<file path="src/hdl/pee_pkg.sv">
// ----------------------------------------------------------------------------
// pee_pkg
// Shared types, character codes and status codes of the postfix evaluator.
// ----------------------------------------------------------------------------
package pee_pkg;

  // Operand word
  localparam int unsigned DATA_W = 32;
  localparam int unsigned STEP_W = $clog2(DATA_W);
  localparam logic [STEP_W-1:0] LAST_STEP = STEP_W'(DATA_W - 1);

  // Expression characters
  localparam logic [7:0] CH_PLUS  = 8'h2B;
  localparam logic [7:0] CH_MINUS = 8'h2D;
  localparam logic [7:0] CH_STAR  = 8'h2A;
  localparam logic [7:0] CH_SLASH = 8'h2F;
  localparam logic [7:0] CH_ZERO  = 8'h30;

  // Result status codes
  localparam logic [1:0] ST_OK        = 2'd0;
  localparam logic [1:0] ST_OVERFLOW  = 2'd1;
  localparam logic [1:0] ST_UNDERFLOW = 2'd2;
  localparam logic [1:0] ST_DIVZERO   = 2'd3;

  typedef enum logic [1:0] {
    OP_ADD,
    OP_SUB,
    OP_MUL,
    OP_DIV
  } alu_op_e;

  typedef enum logic [2:0] {
    S_IDLE,
    S_RDX,
    S_RDY,
    S_OPN,
    S_EXEC,
    S_FIN,
    S_EMIT
  } state_e;

  // Request from the sequencer to the serial unit
  typedef struct packed {
    logic    start;
    alu_op_e op;
  } alu_req_t;

  // Keep only the first error of an expression
  function automatic logic [1:0] flag_err(input logic [1:0] cur, input logic [1:0] code);
    flag_err = (cur == ST_OK) ? code : cur;
  endfunction

  function automatic alu_op_e decode_op(input logic [7:0] sym);
    alu_op_e op;
    case (sym)
      CH_MINUS: op = OP_SUB;
      CH_STAR:  op = OP_MUL;
      CH_SLASH: op = OP_DIV;
      default:  op = OP_ADD;
    endcase
    decode_op = op;
  endfunction

endpackage

</file>
<file path="src/hdl/pee_if.sv">
// ----------------------------------------------------------------------------
// pee_in_if / pee_out_if
// Valid/ready channels carrying expression characters in and results out.
// ----------------------------------------------------------------------------
interface pee_in_if;
  logic       valid;
  logic       ready;
  logic [7:0] symbol;
  logic       end_of_expr;

  modport source (output valid, output symbol, output end_of_expr, input ready);
  modport sink   (input valid, input symbol, input end_of_expr, output ready);
endinterface

interface pee_out_if;
  logic               valid;
  logic               ready;
  logic signed [31:0] value;
  logic        [1:0]  status;

  modport source (output valid, output value, output status, input ready);
  modport sink   (input valid, input value, input status, output ready);
endinterface

</file>
<file path="src/hdl/pee_stack.sv">
// ----------------------------------------------------------------------------
// pee_stack
// Operand stack storage: one write port, one read port with registered data.
// ----------------------------------------------------------------------------
module pee_stack
  import pee_pkg::*;
#(
  parameter int unsigned STACK_DEPTH = 64,
  parameter int unsigned AW          = 6
) (
  input  logic              clk_i,
  input  logic              we_i,
  input  logic [AW-1:0]     waddr_i,
  input  logic [DATA_W-1:0] wdata_i,
  input  logic              re_i,
  input  logic [AW-1:0]     raddr_i,
  output logic [DATA_W-1:0] rdata_o
);

  logic [DATA_W-1:0] mem [STACK_DEPTH];
  logic [DATA_W-1:0] rdata_q;

  // Write port
  always_ff @(posedge clk_i) begin
    if (we_i) begin
      mem[waddr_i] <= wdata_i;
    end
  end

  // Read port, data held until the next read
  always_ff @(posedge clk_i) begin
    if (re_i) begin
      rdata_q <= mem[raddr_i];
    end
  end

  assign rdata_o = rdata_q;

endmodule

</file>
<file path="src/hdl/pee_alu.sv">
// ----------------------------------------------------------------------------
// pee_alu
// Bit-serial arithmetic unit: add/sub one bit per cycle, shift-add multiply,
// restoring divide one quotient bit per cycle.
// ----------------------------------------------------------------------------
module pee_alu
  import pee_pkg::*;
(
  input  logic              clk_i,
  input  logic              rst_ni,
  input  alu_req_t          req_i,
  input  logic [DATA_W-1:0] a_i,      // second popped (left operand)
  input  logic [DATA_W-1:0] b_i,      // first popped (right operand)
  output logic              done_o,
  output logic [DATA_W-1:0] result_o
);

  logic              busy_q, busy_d;
  logic              done_q, done_d;
  logic [STEP_W-1:0] step_q, step_d;
  alu_op_e           op_q;
  logic [DATA_W-1:0] a_q, a_d;
  logic [DATA_W-1:0] b_q, b_d;
  logic [DATA_W-1:0] acc_q, acc_d;
  logic              carry_q, carry_d;
  logic              neg_q;

  logic              bb, sb;
  logic [DATA_W:0]   rem_sh, diff;
  logic              is_div;

  assign is_div = (req_i.op == OP_DIV);

  // One serial step
  always_comb begin
    a_d     = a_q;
    b_d     = b_q;
    acc_d   = acc_q;
    carry_d = carry_q;
    bb      = b_q[0] ^ (op_q == OP_SUB);
    sb      = a_q[0] ^ bb ^ carry_q;
    rem_sh  = {acc_q, a_q[DATA_W-1]};
    diff    = rem_sh - {1'b0, b_q};
    case (op_q)
      OP_ADD, OP_SUB: begin
        acc_d   = {sb, acc_q[DATA_W-1:1]};
        carry_d = (a_q[0] & bb) | (a_q[0] & carry_q) | (bb & carry_q);
        a_d     = {1'b0, a_q[DATA_W-1:1]};
        b_d     = {1'b0, b_q[DATA_W-1:1]};
      end
      OP_MUL: begin
        acc_d = acc_q + (b_q[0] ? a_q : '0);
        a_d   = {a_q[DATA_W-2:0], 1'b0};
        b_d   = {1'b0, b_q[DATA_W-1:1]};
      end
      OP_DIV: begin
        if (!diff[DATA_W]) begin
          acc_d = diff[DATA_W-1:0];
          a_d   = {a_q[DATA_W-2:0], 1'b1};
        end else begin
          acc_d = rem_sh[DATA_W-1:0];
          a_d   = {a_q[DATA_W-2:0], 1'b0};
        end
      end
      default: ;
    endcase
  end

  // Step counter and handshake
  always_comb begin
    busy_d = busy_q;
    done_d = 1'b0;
    step_d = step_q;
    if (req_i.start) begin
      busy_d = 1'b1;
      step_d = '0;
    end else if (busy_q) begin
      step_d = step_q + STEP_W'(1);
      if (step_q == LAST_STEP) begin
        busy_d = 1'b0;
        done_d = 1'b1;
      end
    end
  end

  always_ff @(posedge clk_i or negedge rst_ni) begin
    if (!rst_ni) begin
      busy_q <= 1'b0;
      done_q <= 1'b0;
      step_q <= '0;
    end else begin
      busy_q <= busy_d;
      done_q <= done_d;
      step_q <= step_d;
    end
  end

  // Operand shift registers; divide works on magnitudes
  always_ff @(posedge clk_i) begin
    if (req_i.start) begin
      op_q    <= req_i.op;
      a_q     <= (is_div && a_i[DATA_W-1]) ? (DATA_W'(0) - a_i) : a_i;
      b_q     <= (is_div && b_i[DATA_W-1]) ? (DATA_W'(0) - b_i) : b_i;
      acc_q   <= '0;
      carry_q <= (req_i.op == OP_SUB);
      neg_q   <= a_i[DATA_W-1] ^ b_i[DATA_W-1];
    end else if (busy_q) begin
      a_q     <= a_d;
      b_q     <= b_d;
      acc_q   <= acc_d;
      carry_q <= carry_d;
    end
  end

  // Quotient sign fix on the way out
  assign done_o   = done_q;
  assign result_o = (op_q == OP_DIV) ? (neg_q ? (DATA_W'(0) - a_q) : a_q) : acc_q;

endmodule

</file>
<file path="src/hdl/postfix_expression_evaluator_top.sv">
// ----------------------------------------------------------------------------
// postfix_expression_evaluator_top
// Postfix expression evaluator over a 32-bit signed operand stack.
//
//   Channel  Dir  Fields                         Accepted when
//   expr_i   in   symbol[7:0], end_of_expr       valid & ready
//   res_o    out  value[31:0] signed, status[1:0] valid & ready
//
// A digit is accepted and retired; an operator is accepted, makes two stack reads,
// starts the bit-serial unit (32 steps and done) and retires. Divide by zero and an
// operator on a short stack end before the unit is started. The final character
// also loads the result register.
// Reset clears stack count, error and handshake state; stack memory is not
// cleared. A full result register stalls only the final character of an item run.
// ----------------------------------------------------------------------------
module postfix_expression_evaluator_top
  import pee_pkg::*;
#(
  parameter int unsigned STACK_DEPTH = 64
) (
  input  logic        clk_i,
  input  logic        rst_ni,
  pee_in_if.sink      expr_i,
  pee_out_if.source   res_o
);

  localparam int unsigned CW = $clog2(STACK_DEPTH + 1);
  localparam int unsigned AW = $clog2(STACK_DEPTH);

  state_e            state_q, state_d;
  logic [CW-1:0]     cnt_q, cnt_d;
  logic [1:0]        err_q, err_d;
  logic [7:0]        sym_q, sym_d;
  logic              last_q, last_d;
  alu_op_e           op_q, op_d;
  logic [DATA_W-1:0] x_q, x_d;
  logic              top_ok_q, top_ok_d;
  logic              res_valid_q;
  logic [DATA_W-1:0] res_value_q;
  logic [1:0]        res_status_q;
  logic              res_load;

  logic              in_ready;
  logic              is_op;
  logic [CW-1:0]     cnt_m1, cnt_m2;

  logic              stk_we, stk_re;
  logic [AW-1:0]     stk_waddr, stk_raddr;
  logic [DATA_W-1:0] stk_wdata, stk_rdata;

  alu_req_t          alu_req;
  logic              alu_done;
  logic [DATA_W-1:0] alu_result;

  assign is_op = (expr_i.symbol == CH_PLUS) || (expr_i.symbol == CH_MINUS) ||
                 (expr_i.symbol == CH_STAR) || (expr_i.symbol == CH_SLASH);
  assign cnt_m1 = cnt_q - CW'(1);
  assign cnt_m2 = cnt_q - CW'(2);

  pee_stack #(
    .STACK_DEPTH (STACK_DEPTH),
    .AW          (AW)
  ) u_stack (
    .clk_i   (clk_i),
    .we_i    (stk_we),
    .waddr_i (stk_waddr),
    .wdata_i (stk_wdata),
    .re_i    (stk_re),
    .raddr_i (stk_raddr),
    .rdata_o (stk_rdata)
  );

  // Left operand arrives from the stack read port, right one from x_q
  pee_alu u_alu (
    .clk_i    (clk_i),
    .rst_ni   (rst_ni),
    .req_i    (alu_req),
    .a_i      (stk_rdata),
    .b_i      (x_q),
    .done_o   (alu_done),
    .result_o (alu_result)
  );

  // Sequencer: next state and stack/unit controls
  always_comb begin
    state_d   = state_q;
    cnt_d     = cnt_q;
    err_d     = err_q;
    sym_d     = sym_q;
    last_d    = last_q;
    op_d      = op_q;
    x_d       = x_q;
    top_ok_d  = top_ok_q;
    in_ready  = 1'b0;
    stk_we    = 1'b0;
    stk_waddr = '0;
    stk_wdata = '0;
    stk_re    = 1'b0;
    stk_raddr = '0;
    alu_req   = '0;
    res_load  = 1'b0;
    case (state_q)
      S_IDLE: begin
        in_ready = 1'b1;
        if (expr_i.valid) begin
          sym_d  = expr_i.symbol;
          last_d = expr_i.end_of_expr;
          op_d   = decode_op(expr_i.symbol);
          if (is_op) begin
            if (cnt_q < CW'(2)) begin
              err_d   = flag_err(err_q, ST_UNDERFLOW);
              state_d = S_FIN;
            end else begin
              state_d = S_RDX;
            end
          end else begin
            if (cnt_q == CW'(STACK_DEPTH)) begin
              err_d = flag_err(err_q, ST_OVERFLOW);
            end else begin
              stk_we    = 1'b1;
              stk_waddr = cnt_q[AW-1:0];
              stk_wdata = {{(DATA_W-8){1'b0}}, expr_i.symbol} - {{(DATA_W-8){1'b0}}, CH_ZERO};
              cnt_d     = cnt_q + CW'(1);
            end
            state_d = S_FIN;
          end
        end
      end
      S_RDX: begin
        stk_re    = 1'b1;
        stk_raddr = cnt_m1[AW-1:0];
        state_d   = S_RDY;
      end
      S_RDY: begin
        stk_re    = 1'b1;
        stk_raddr = cnt_m2[AW-1:0];
        x_d       = stk_rdata;
        state_d   = S_OPN;
      end
      S_OPN: begin
        if ((op_q == OP_DIV) && (x_q == '0)) begin
          err_d   = flag_err(err_q, ST_DIVZERO);
          state_d = S_FIN;
        end else begin
          alu_req.start = 1'b1;
          alu_req.op    = op_q;
          state_d       = S_EXEC;
        end
      end
      S_EXEC: begin
        if (alu_done) begin
          stk_we    = 1'b1;
          stk_waddr = cnt_m2[AW-1:0];
          stk_wdata = alu_result;
          cnt_d     = cnt_m1;
          state_d   = S_FIN;
        end
      end
      S_FIN: begin
        if (!last_q) begin
          state_d = S_IDLE;
        end else if (cnt_q == '0) begin
          err_d    = flag_err(err_q, ST_UNDERFLOW);
          top_ok_d = 1'b0;
          state_d  = S_EMIT;
        end else begin
          stk_re    = 1'b1;
          stk_raddr = cnt_m1[AW-1:0];
          top_ok_d  = 1'b1;
          state_d   = S_EMIT;
        end
      end
      S_EMIT: begin
        if (!res_valid_q || res_o.ready) begin
          res_load = 1'b1;
          cnt_d    = '0;
          err_d    = ST_OK;
          state_d  = S_IDLE;
        end
      end
      default: state_d = S_IDLE;
    endcase
  end

  // Control state
  always_ff @(posedge clk_i or negedge rst_ni) begin
    if (!rst_ni) begin
      state_q     <= S_IDLE;
      cnt_q       <= '0;
      err_q       <= ST_OK;
      res_valid_q <= 1'b0;
    end else begin
      state_q <= state_d;
      cnt_q   <= cnt_d;
      err_q   <= err_d;
      if (res_load) begin
        res_valid_q <= 1'b1;
      end else if (res_o.ready) begin
        res_valid_q <= 1'b0;
      end
    end
  end

  // Payload registers
  always_ff @(posedge clk_i) begin
    sym_q    <= sym_d;
    last_q   <= last_d;
    op_q     <= op_d;
    x_q      <= x_d;
    top_ok_q <= top_ok_d;
    if (res_load) begin
      res_value_q  <= top_ok_q ? stk_rdata : '0;
      res_status_q <= err_q;
    end
  end

  assign expr_i.ready = in_ready;
  assign res_o.valid  = res_valid_q;
  assign res_o.value  = $signed(res_value_q);
  assign res_o.status = res_status_q;

  // Checks
  a_cnt_range: assert property (@(posedge clk_i) disable iff (!rst_ni)
    cnt_q <= CW'(STACK_DEPTH))
    else $error("stack count beyond depth");

  a_done_in_exec: assert property (@(posedge clk_i) disable iff (!rst_ni)
    alu_done |-> (state_q == S_EXEC))
    else $error("serial unit finished outside execute");

  a_no_overwrite: assert property (@(posedge clk_i) disable iff (!rst_ni)
    (res_valid_q && !res_o.ready) |=> (res_valid_q && $stable(res_value_q)))
    else $error("pending result overwritten");

  a_err_sticky: assert property (@(posedge clk_i) disable iff (!rst_ni)
    ((err_q != ST_OK) && !res_load) |=> $stable(err_q))
    else $error("error code changed before result");

  a_sym_used: assert property (@(posedge clk_i) disable iff (!rst_ni)
    (state_q == S_OPN) |-> (op_q == decode_op(sym_q)))
    else $error("operator decode mismatch");

endmodule

</file>
<file path="src/flat_wrapper.sv">
// flat-port wrapper written by rule: the top's interface ports become plain ports
module postfix_expression_evaluator_top_flat import pee_pkg::*;
#(
  parameter int unsigned STACK_DEPTH = 64
)
  (clk_i, rst_ni, expr_i_valid, expr_i_symbol, expr_i_end_of_expr, expr_i_ready, res_o_valid, res_o_value, res_o_status, res_o_ready);
  pee_in_if expr_i_i ();
  pee_out_if res_o_i ();
  input  logic clk_i;
  input  logic rst_ni;
  input wire logic [$bits(expr_i_i.valid)-1:0] expr_i_valid;
  input wire logic [$bits(expr_i_i.symbol)-1:0] expr_i_symbol;
  input wire logic [$bits(expr_i_i.end_of_expr)-1:0] expr_i_end_of_expr;
  output wire logic [$bits(expr_i_i.ready)-1:0] expr_i_ready;
  output wire logic [$bits(res_o_i.valid)-1:0] res_o_valid;
  output wire logic [$bits(res_o_i.value)-1:0] res_o_value;
  output wire logic [$bits(res_o_i.status)-1:0] res_o_status;
  input wire logic [$bits(res_o_i.ready)-1:0] res_o_ready;
  assign expr_i_i.valid = expr_i_valid;
  assign expr_i_i.symbol = expr_i_symbol;
  assign expr_i_i.end_of_expr = expr_i_end_of_expr;
  assign expr_i_ready = expr_i_i.ready;
  assign res_o_valid = res_o_i.valid;
  assign res_o_value = res_o_i.value;
  assign res_o_status = res_o_i.status;
  assign res_o_i.ready = res_o_ready;
  postfix_expression_evaluator_top #(.STACK_DEPTH(STACK_DEPTH)) u_core (.clk_i(clk_i), .rst_ni(rst_ni), .expr_i(expr_i_i), .res_o(res_o_i));
endmodule
</file>
<file path="config.mk">
export PLATFORM = sky130hd
export DESIGN_NAME = postfix_expression_evaluator_top_flat
export DESIGN_NICKNAME = d
export VERILOG_FILES = /design/src/hdl/pee_pkg.sv /design/src/hdl/pee_if.sv /design/src/hdl/pee_stack.sv /design/src/hdl/pee_alu.sv /design/src/hdl/postfix_expression_evaluator_top.sv /design/src/flat_wrapper.sv
export SDC_FILE = /design/constraint.sdc
export NUM_CORES = 2
export LEC_CHECK = 0
export BUFFER_PORTS_ARGS = -buffer_cell sky130_fd_sc_hd__buf_2
export CAP_MARGIN = 20
export CORE_MARGIN = 2
export CORE_UTILIZATION = 55
export DETAILED_ROUTE_END_ITERATION = 7
export PLACE_DENSITY = 0.71
export SLEW_MARGIN = 20
export SYNTH_ARGS = -nofsm -noshare
export SYNTH_HDL_FRONTEND = slang
export SYNTH_HIERARCHICAL = 1
export SYNTH_SLANG_ARGS = --single-unit
</file>
<file path="constraint.sdc">
create_clock -name clk_i -period 5.6 [get_ports clk_i]
set_input_delay 0.56 -clock clk_i [delete_from_list [all_inputs] [get_ports clk_i]]
set_output_delay 0.56 -clock clk_i [all_outputs]
set_load 0.03 [all_outputs]
</file>
After elaboration in Yosys (flattened, before gate mapping)

Memories as Yosys holds them, arrays and structs flattened. A register that Yosys moved wholly into a read port is not among the register bits.
Index checks and enable logic that the tools add are counted.

Bits in writable memories: 2,048
Bits of input ports: 13
Register bits: 190
Memories kept: 1
Output and inout port bits: 36
Logic and storage cells: 181

Equality and inequality tests: 30
Reduce and logical (&&, ||, !) cells: 29
Muxes and demuxes: 82
Order comparisons: 1
Add/sub/neg operators: 10
Bitwise operators: 9

Memories:

| name               | depth | bits a word | rd ports | clocked after memory_dff | wr ports | RTL line        | text |
|---|---|---|---|---|---|---|---|
| u_core.u_stack.mem | 64    | 32          | 1        | 1                        | 1        | pee_stack.sv:20 | `logic [DATA_W-1:0] mem [STACK_DEPTH];` |

Operators with widths:

| cell                  | number |
|---|---|
| $mux 32               | 15 |
| $pmux 32 s3           | 2 |
| $sub 1x32->32 const A | 3 |
| $pmux 32 s2           | 1 |
| $mux 6                | 6 |
| $mux 7                | 5 |
| $sub 33x32->33        | 1 |
| $add 32x32->32        | 1 |
| $eq 8x6->1 const B    | 4 |
| $logic_not 32->1      | 1 |
| $mux 1                | 24 |
| $mux 3                | 8 |
| $mux 2                | 11 |
| $pmux 3 s7            | 1 |
| $pmux 7 s3            | 1 |
| $pmux 6 s3            | 1 |
| $pmux 6 s2            | 1 |
| $mux 5                | 2 |
| $ne 2x1->1 const B    | 5 |
| $reduce_and 10->1     | 1 |
| $eq 3x3->1 const B    | 3 |
| $sub 8x6->9 const B   | 1 |
| $eq 2x2->1 const B    | 4 |
| $ne 2x2->1 const B    | 4 |
| other kinds (32)      | 55 |

Longest topological paths before layout

Depth after elaboration: 9
Mapped depth: 18
Mapped depth without buffers: 13

By module

Netlist, hierarchy kept.

By module, submodules not included:

| module                           | cells each | seq. area each (um^2) | times used | area an instance (um^2) |
|---|---|---|---|---|
| pee_stack                        | 3,324      | 62,459.9              | 1          | 78,835.6 |
| pee_alu                          | 1,467      | 2,857.7               | 1          | 11,322.1 |
| postfix_expression_evaluator_top | 382        | 2,427.3               | 1          | 4,157.7 |

Worst setup path before layout

Ideal clock, no wire load.

Kind: register -> register
Start: register u_core.cnt_q[0]
End: memory u_core.u_stack.mem[48][0], enable pin
Required time: 5,139 ps
Slack: 1,037 ps
Period minus slack after synthesis: 4,563 ps
Arrival time: 4,102 ps
Library setup time: 461 ps
Path buffers: 2
Cell stages (with the launch flop): 11
Cells stage by stage: dfrtp_1 > clkbuf_1 > inv_1 > ha_1 > nor3b_2 > nand2_1 > and2_1 > nand2_1 > o21ai_0 > clkbuf_1 > nor3_1

Elaborated cells between the ends (all ways): 13
Those cells by class: 1 x add/sub; 1 x eq/ne; 11 x mux

RTL lines:

| what                                                | RTL line                                | text |
|---|---|---|
| start, declared                                     | postfix_expression_evaluator_top.sv:31  | `logic [CW-1:0] cnt_q, cnt_d;` |
| start signal, assigned                              | postfix_expression_evaluator_top.sv:194 | `cnt_q <= cnt_d;` |
| branches (longest 4 deep; another with $sub 6x2->6) | -                                       |  |
| $pmux 6 s2 (*)                                      | postfix_expression_evaluator_top.sv:102 | `case (state_q)` |
| named net u_core.stk_waddr[1]                       | postfix_expression_evaluator_top.sv:48  | `logic [AW-1:0] stk_waddr, stk_raddr;` |
| end, declared                                       | pee_stack.sv:20                         |  |

Mark *: on every way through the listed nets, which the timed path passes.

Worst setup path after layout

Start: register u_core.cnt_q[0]
End: register u_core.u_stack.rdata_q[28] (netlist: u_core/u_stack/rdata_o[28]), read port of u_core.u_stack.mem (data pin)

Cells in the longest elaborated chain, start to end: 4
Elaborated cells between the ends (all ways): 9
Those cells by class: 2 x add/sub; 6 x mux; 1 x reduce/logical

Ends and longest elaborated chain:

| what                                           | RTL line                                                                        | text |
|---|---|---|
| $sub 7x1->7 or $logic_not 7->1 (tied branches) | postfix_expression_evaluator_top.sv:57, postfix_expression_evaluator_top.sv:162 |  |
| $mux 6                                         | postfix_expression_evaluator_top.sv:162                                         | `end else if (cnt_q == '0) begin` |
| $mux 6                                         | postfix_expression_evaluator_top.sv:160                                         | `if (!last_q) begin` |
| $pmux 6 s3 (*)                                 | postfix_expression_evaluator_top.sv:102                                         |  |
| named net u_core.stk_raddr[3]                  | postfix_expression_evaluator_top.sv:48                                          |  |
| end, declared                                  | pee_stack.sv:21                                                                 | `logic [DATA_W-1:0] rdata_q;` |

Mark *: on every way through the listed nets, which the timed path passes. The rest lies on a longest branch.
A chain may end at the register's enable or synchronous reset.

==> reports/summary.txt <==
Pre-antenna DRT Iters: 7
Initial antenna violation count: 10
Post-Syn Area per Cell: 18.23 sq um
Starting Density: 55.53%
Synth Area in XOR/XNOR: 1.272%
CTS root buf: clkbuf_16
Critical path peak fanout: 48
GPL Wtd Cong: 0.9148
Worst slew margin: 21.45%
Worst-Margin Slew: 1176 ps
Final setup vio count: 0
Highest Clock Rate: 184.9 MHz
Die Span Y: 418.1 um
Synth warn: 6
Post-synthesis sequential area ratio: 71.83%
Via count: 52,190
Layout area overhead: 12.00%
Final WL: 250,200 um
Fin. Hold Viols: 0
Worst hold path class: input pin to flop
Synth top area cells: edfxtp_1, mux4_2, mux2i_1, nor2_1, a21oi_1
Core Rows: 151
Final period utilization: 96.59%
Maximum VDD drop: 362.5 uV
CTS HTree Levels: 4
Post-synth top area share: 70.62%
DRC viols: 0
Largest net degree at the start of global routing: 166
Final Max Slew Viols: 0
Crit-path cells: inv_1 > ha_1 > or3b_2 > o41ai_1 > a21oi_1 > nand3_1 > a311oi_4 > buf_4 > nor2b_1 > a21oi_1 > a21oi_1 > nor2_1
TNS Setup: 0 ps
Bufs on Longest Clock Path: 3
Setup Buffers After CTS: 0
Worst path top cell family by delay: compound AO/OA/AOI/OAI gates
Clk pin slew, worst setup/hold paths: 60 ps
CTS tree: yes
I/O Pins: 49
Fin nets: 5,476
Crit path kind: flop to flop
Req. time, crit path: 6160 ps
Startpoint Class: flop
Buffers on Ports: 48
CP max stage delay: 1000 ps
Share of layout cells above drive strength 1: 22.47%
Worst path arrival time: 5970 ps
Global-route wire length before repair: 359,500 um
Post-synthesis register bit count: 2,270
Setup slack at placement: 75.13 ps
Starting DRT DRC Count: 6,767
Ys flop type: edfxtp_1
Post-Synth Simple-Gate Area: 4.346%
Worst Setup End Kind: flop
Routed vias/inst: 6.697
Post-synth net total: 5,265
Multiplexer share of the synthesized area: 14.38%
Post-DR wirelength/cell: 32.12 um
Total track usage: 28.74%
Clk_lat worst skew: 850 ps
Post-Layout Cell Count: 7,792
Synth cell types: 89
Leakage: 0.03069 uW
Final worst slack: 191.2 ps
Mapped Cells: 5,173
Largest family of logic cells by synthesized area: multiplexers
Power, Total: 36,840 uW
Critical Path Slowest Stage Cell: nor2b_1
Tmin final: 5409 ps
Die area: 174,800 sq um
Area post-placement: 98,710 sq um
Top-count cell post-synth: edfxtp_1
Fin area: 105,600 sq um
Core box area: 169,800 sq um
CTS Buf Count: 215
Hpwl dp: 152,700 um
Mapped Area: 94,320 sq um
Post-Synth Adder-Cell Area: 1.072%
Max-Cap Viols: 0
WP buf/inv: 2
Number of synthesized flops with an enable pin: 2,218
Die width: 418.1 um
Status: finished clean
Area leader, netlist: edfxtp_1
Vias in the first global route: 51,440
Complex-gate fraction of the synthesized area: 5.436%
Power Dens Cells: 348.7 nW/um^2
CTS Sinks: 2,270
CP dominant cell by count: a21oi_1
Synth top cells by count: edfxtp_1, mux4_2, nor2_1
DP Cell Count: 7,381
Remaining antenna violation count after routing: 0
Share of synthesized registers carrying an async set or reset: 0.8811%
RSZ-0062 raised after global routing: false
Remaining global-route overflow: 0
Clk_skew: 27.03 ps
[metrics by stage]
stage / hold slack, ps / util (%)
floorplan: 264.4 / -
finish: 89.18 / 62.19
CTS: 33.17 / 62.16
detailed placement: 501.4 / 58.11
global route: 122.9 / 62.19
global placement: 484.4 / 58.11
[cell type report]
class | instances | area [sq um]
Sequential cell | 2270 | 67750
Fill cell | 11630 | 64220
Multi-Input combinational cell | 2542 | 25680
Clock buffer | 277 | 5675
Tap cell | 2218 | 2775
Timing Repair Buffer | 277 | 2272
Clock inverter | 124 | 1172
Inverter | 78 | 292.8
Antenna cell | 6 | 15.01
[final timing paths]
kind                                  from                         end  slack (ps)  cells after the start
setup / recovery           u_core/cnt_q[0]  u_core/u_stack/rdata_o[28]         190                     12
hold / removal                 res_o_ready          u_core/res_o.valid          90                      3
setup reg to reg           u_core/cnt_q[0]  u_core/u_stack/rdata_o[28]         190                     12
hold reg to reg            u_core/err_q[1]      u_core/res_o.status[1]         520                      0
max in group asynchronous           rst_ni      u_core/u_alu/step_q[3]        4900                      2
min in group asynchronous           rst_ni             u_core/err_q[1]         290                      2
[sequential cells by signal (all words and copies together), names as in the netlist, 2 cells and up]
register                flops
u_core/cnt_q                7
u_core/err_q                2
u_core/op_q                 2
u_core/res_o.status         2
u_core/res_o.value         32
u_core/state_q              3
u_core/u_alu/a_q           32
u_core/u_alu/acc_q         32
u_core/u_alu/b_q           32
u_core/u_alu/op_q           2
u_core/u_alu/step_q         5
u_core/u_stack/mem       2048
u_core/u_stack/rdata_o     32
u_core/x_q                 32
[logic make-up (layout without fill, tap and decap cells)]
kind of cell / count (synthesis) / count (layout)
other: 0 / 6
flip-flops: 2270 / 2270
multiplexers: 674 / 674
buffers and inverters: 361 / 756
AND/OR/NAND/NOR: 857 / 857
AO/OA/AOI/OAI: 795 / 795
adder cells (fa/ha/maj): 79 / 79
XOR/XNOR: 137 / 137
[worst register-to-register path, cell delays in order (launching register included)]
cell and delay (ps):
dfrtp_1 590, inv_1 120, ha_1 270, or3b_2 250, o41ai_1 80, a21oi_1 360
nand3_1 230, a311oi_4 420, buf_4 710, nor2b_1 1050, a21oi_1 150, a21oi_1 770
nor2_1 110
[placed cells by master (no fill, tap or decap), types with 18 or more instances in the layout]
master and count:
a31oi_1 25, a311oi_1 24, xor2_1 74, clkinv_1 49
ha_1 76, xnor2_1 63, a21o_1 31, and2_1 74
dfrtp_1 20, nor2_4 62, a22oi_1 23, o21ai_0 166
o31ai_1 24, edfxtp_1 2218, buf_12 24, a211oi_1 27
a21oi_1 197, nor2_1 220, o221ai_1 30, clkbuf_1 58
clkbuf_16 217, dfxtp_1 32, clkinv_2 32, mux4_2 544
nand2b_1 21, buf_4 202, nand2_2 26, mux2i_1 126
nor3_1 49, and3_1 22, nor4_1 18, nand4_1 19
o22ai_1 91, buf_2 48, nand3_1 34, inv_1 76
nand2_1 205, nor2b_1 26
[routing by layer]
| layer | track usage [%] | routed length [um] | vias to the layer above |
|---|---|---|---|
| li1 | - | - | 21550 |
| met1 | 39.62 | 93560 | 27100 |
| met2 | 44.94 | 118000 | 3028 |
| met3 | 6.124 | 26810 | 502 |
| met4 | 12.18 | 11780 | 6 |
| met5 | 0.02779 | 46 | - |
[timing repair]
item / CTS / global route
gates resized for setup: 0 / 1
setup endpoints to repair: 0 / 6
endpoints found under the hold margin: 21 / 0
hold buffers: 2 / 0
[power by group]
part	internal [uW]	switching [uW]	total [uW]
sequential	18600	465	19100
combinational	1360	2230	3590
clock	7960	6230	14200
total	27900	8920	36800
No activity file was read; power rests on OpenSTA's default activity.
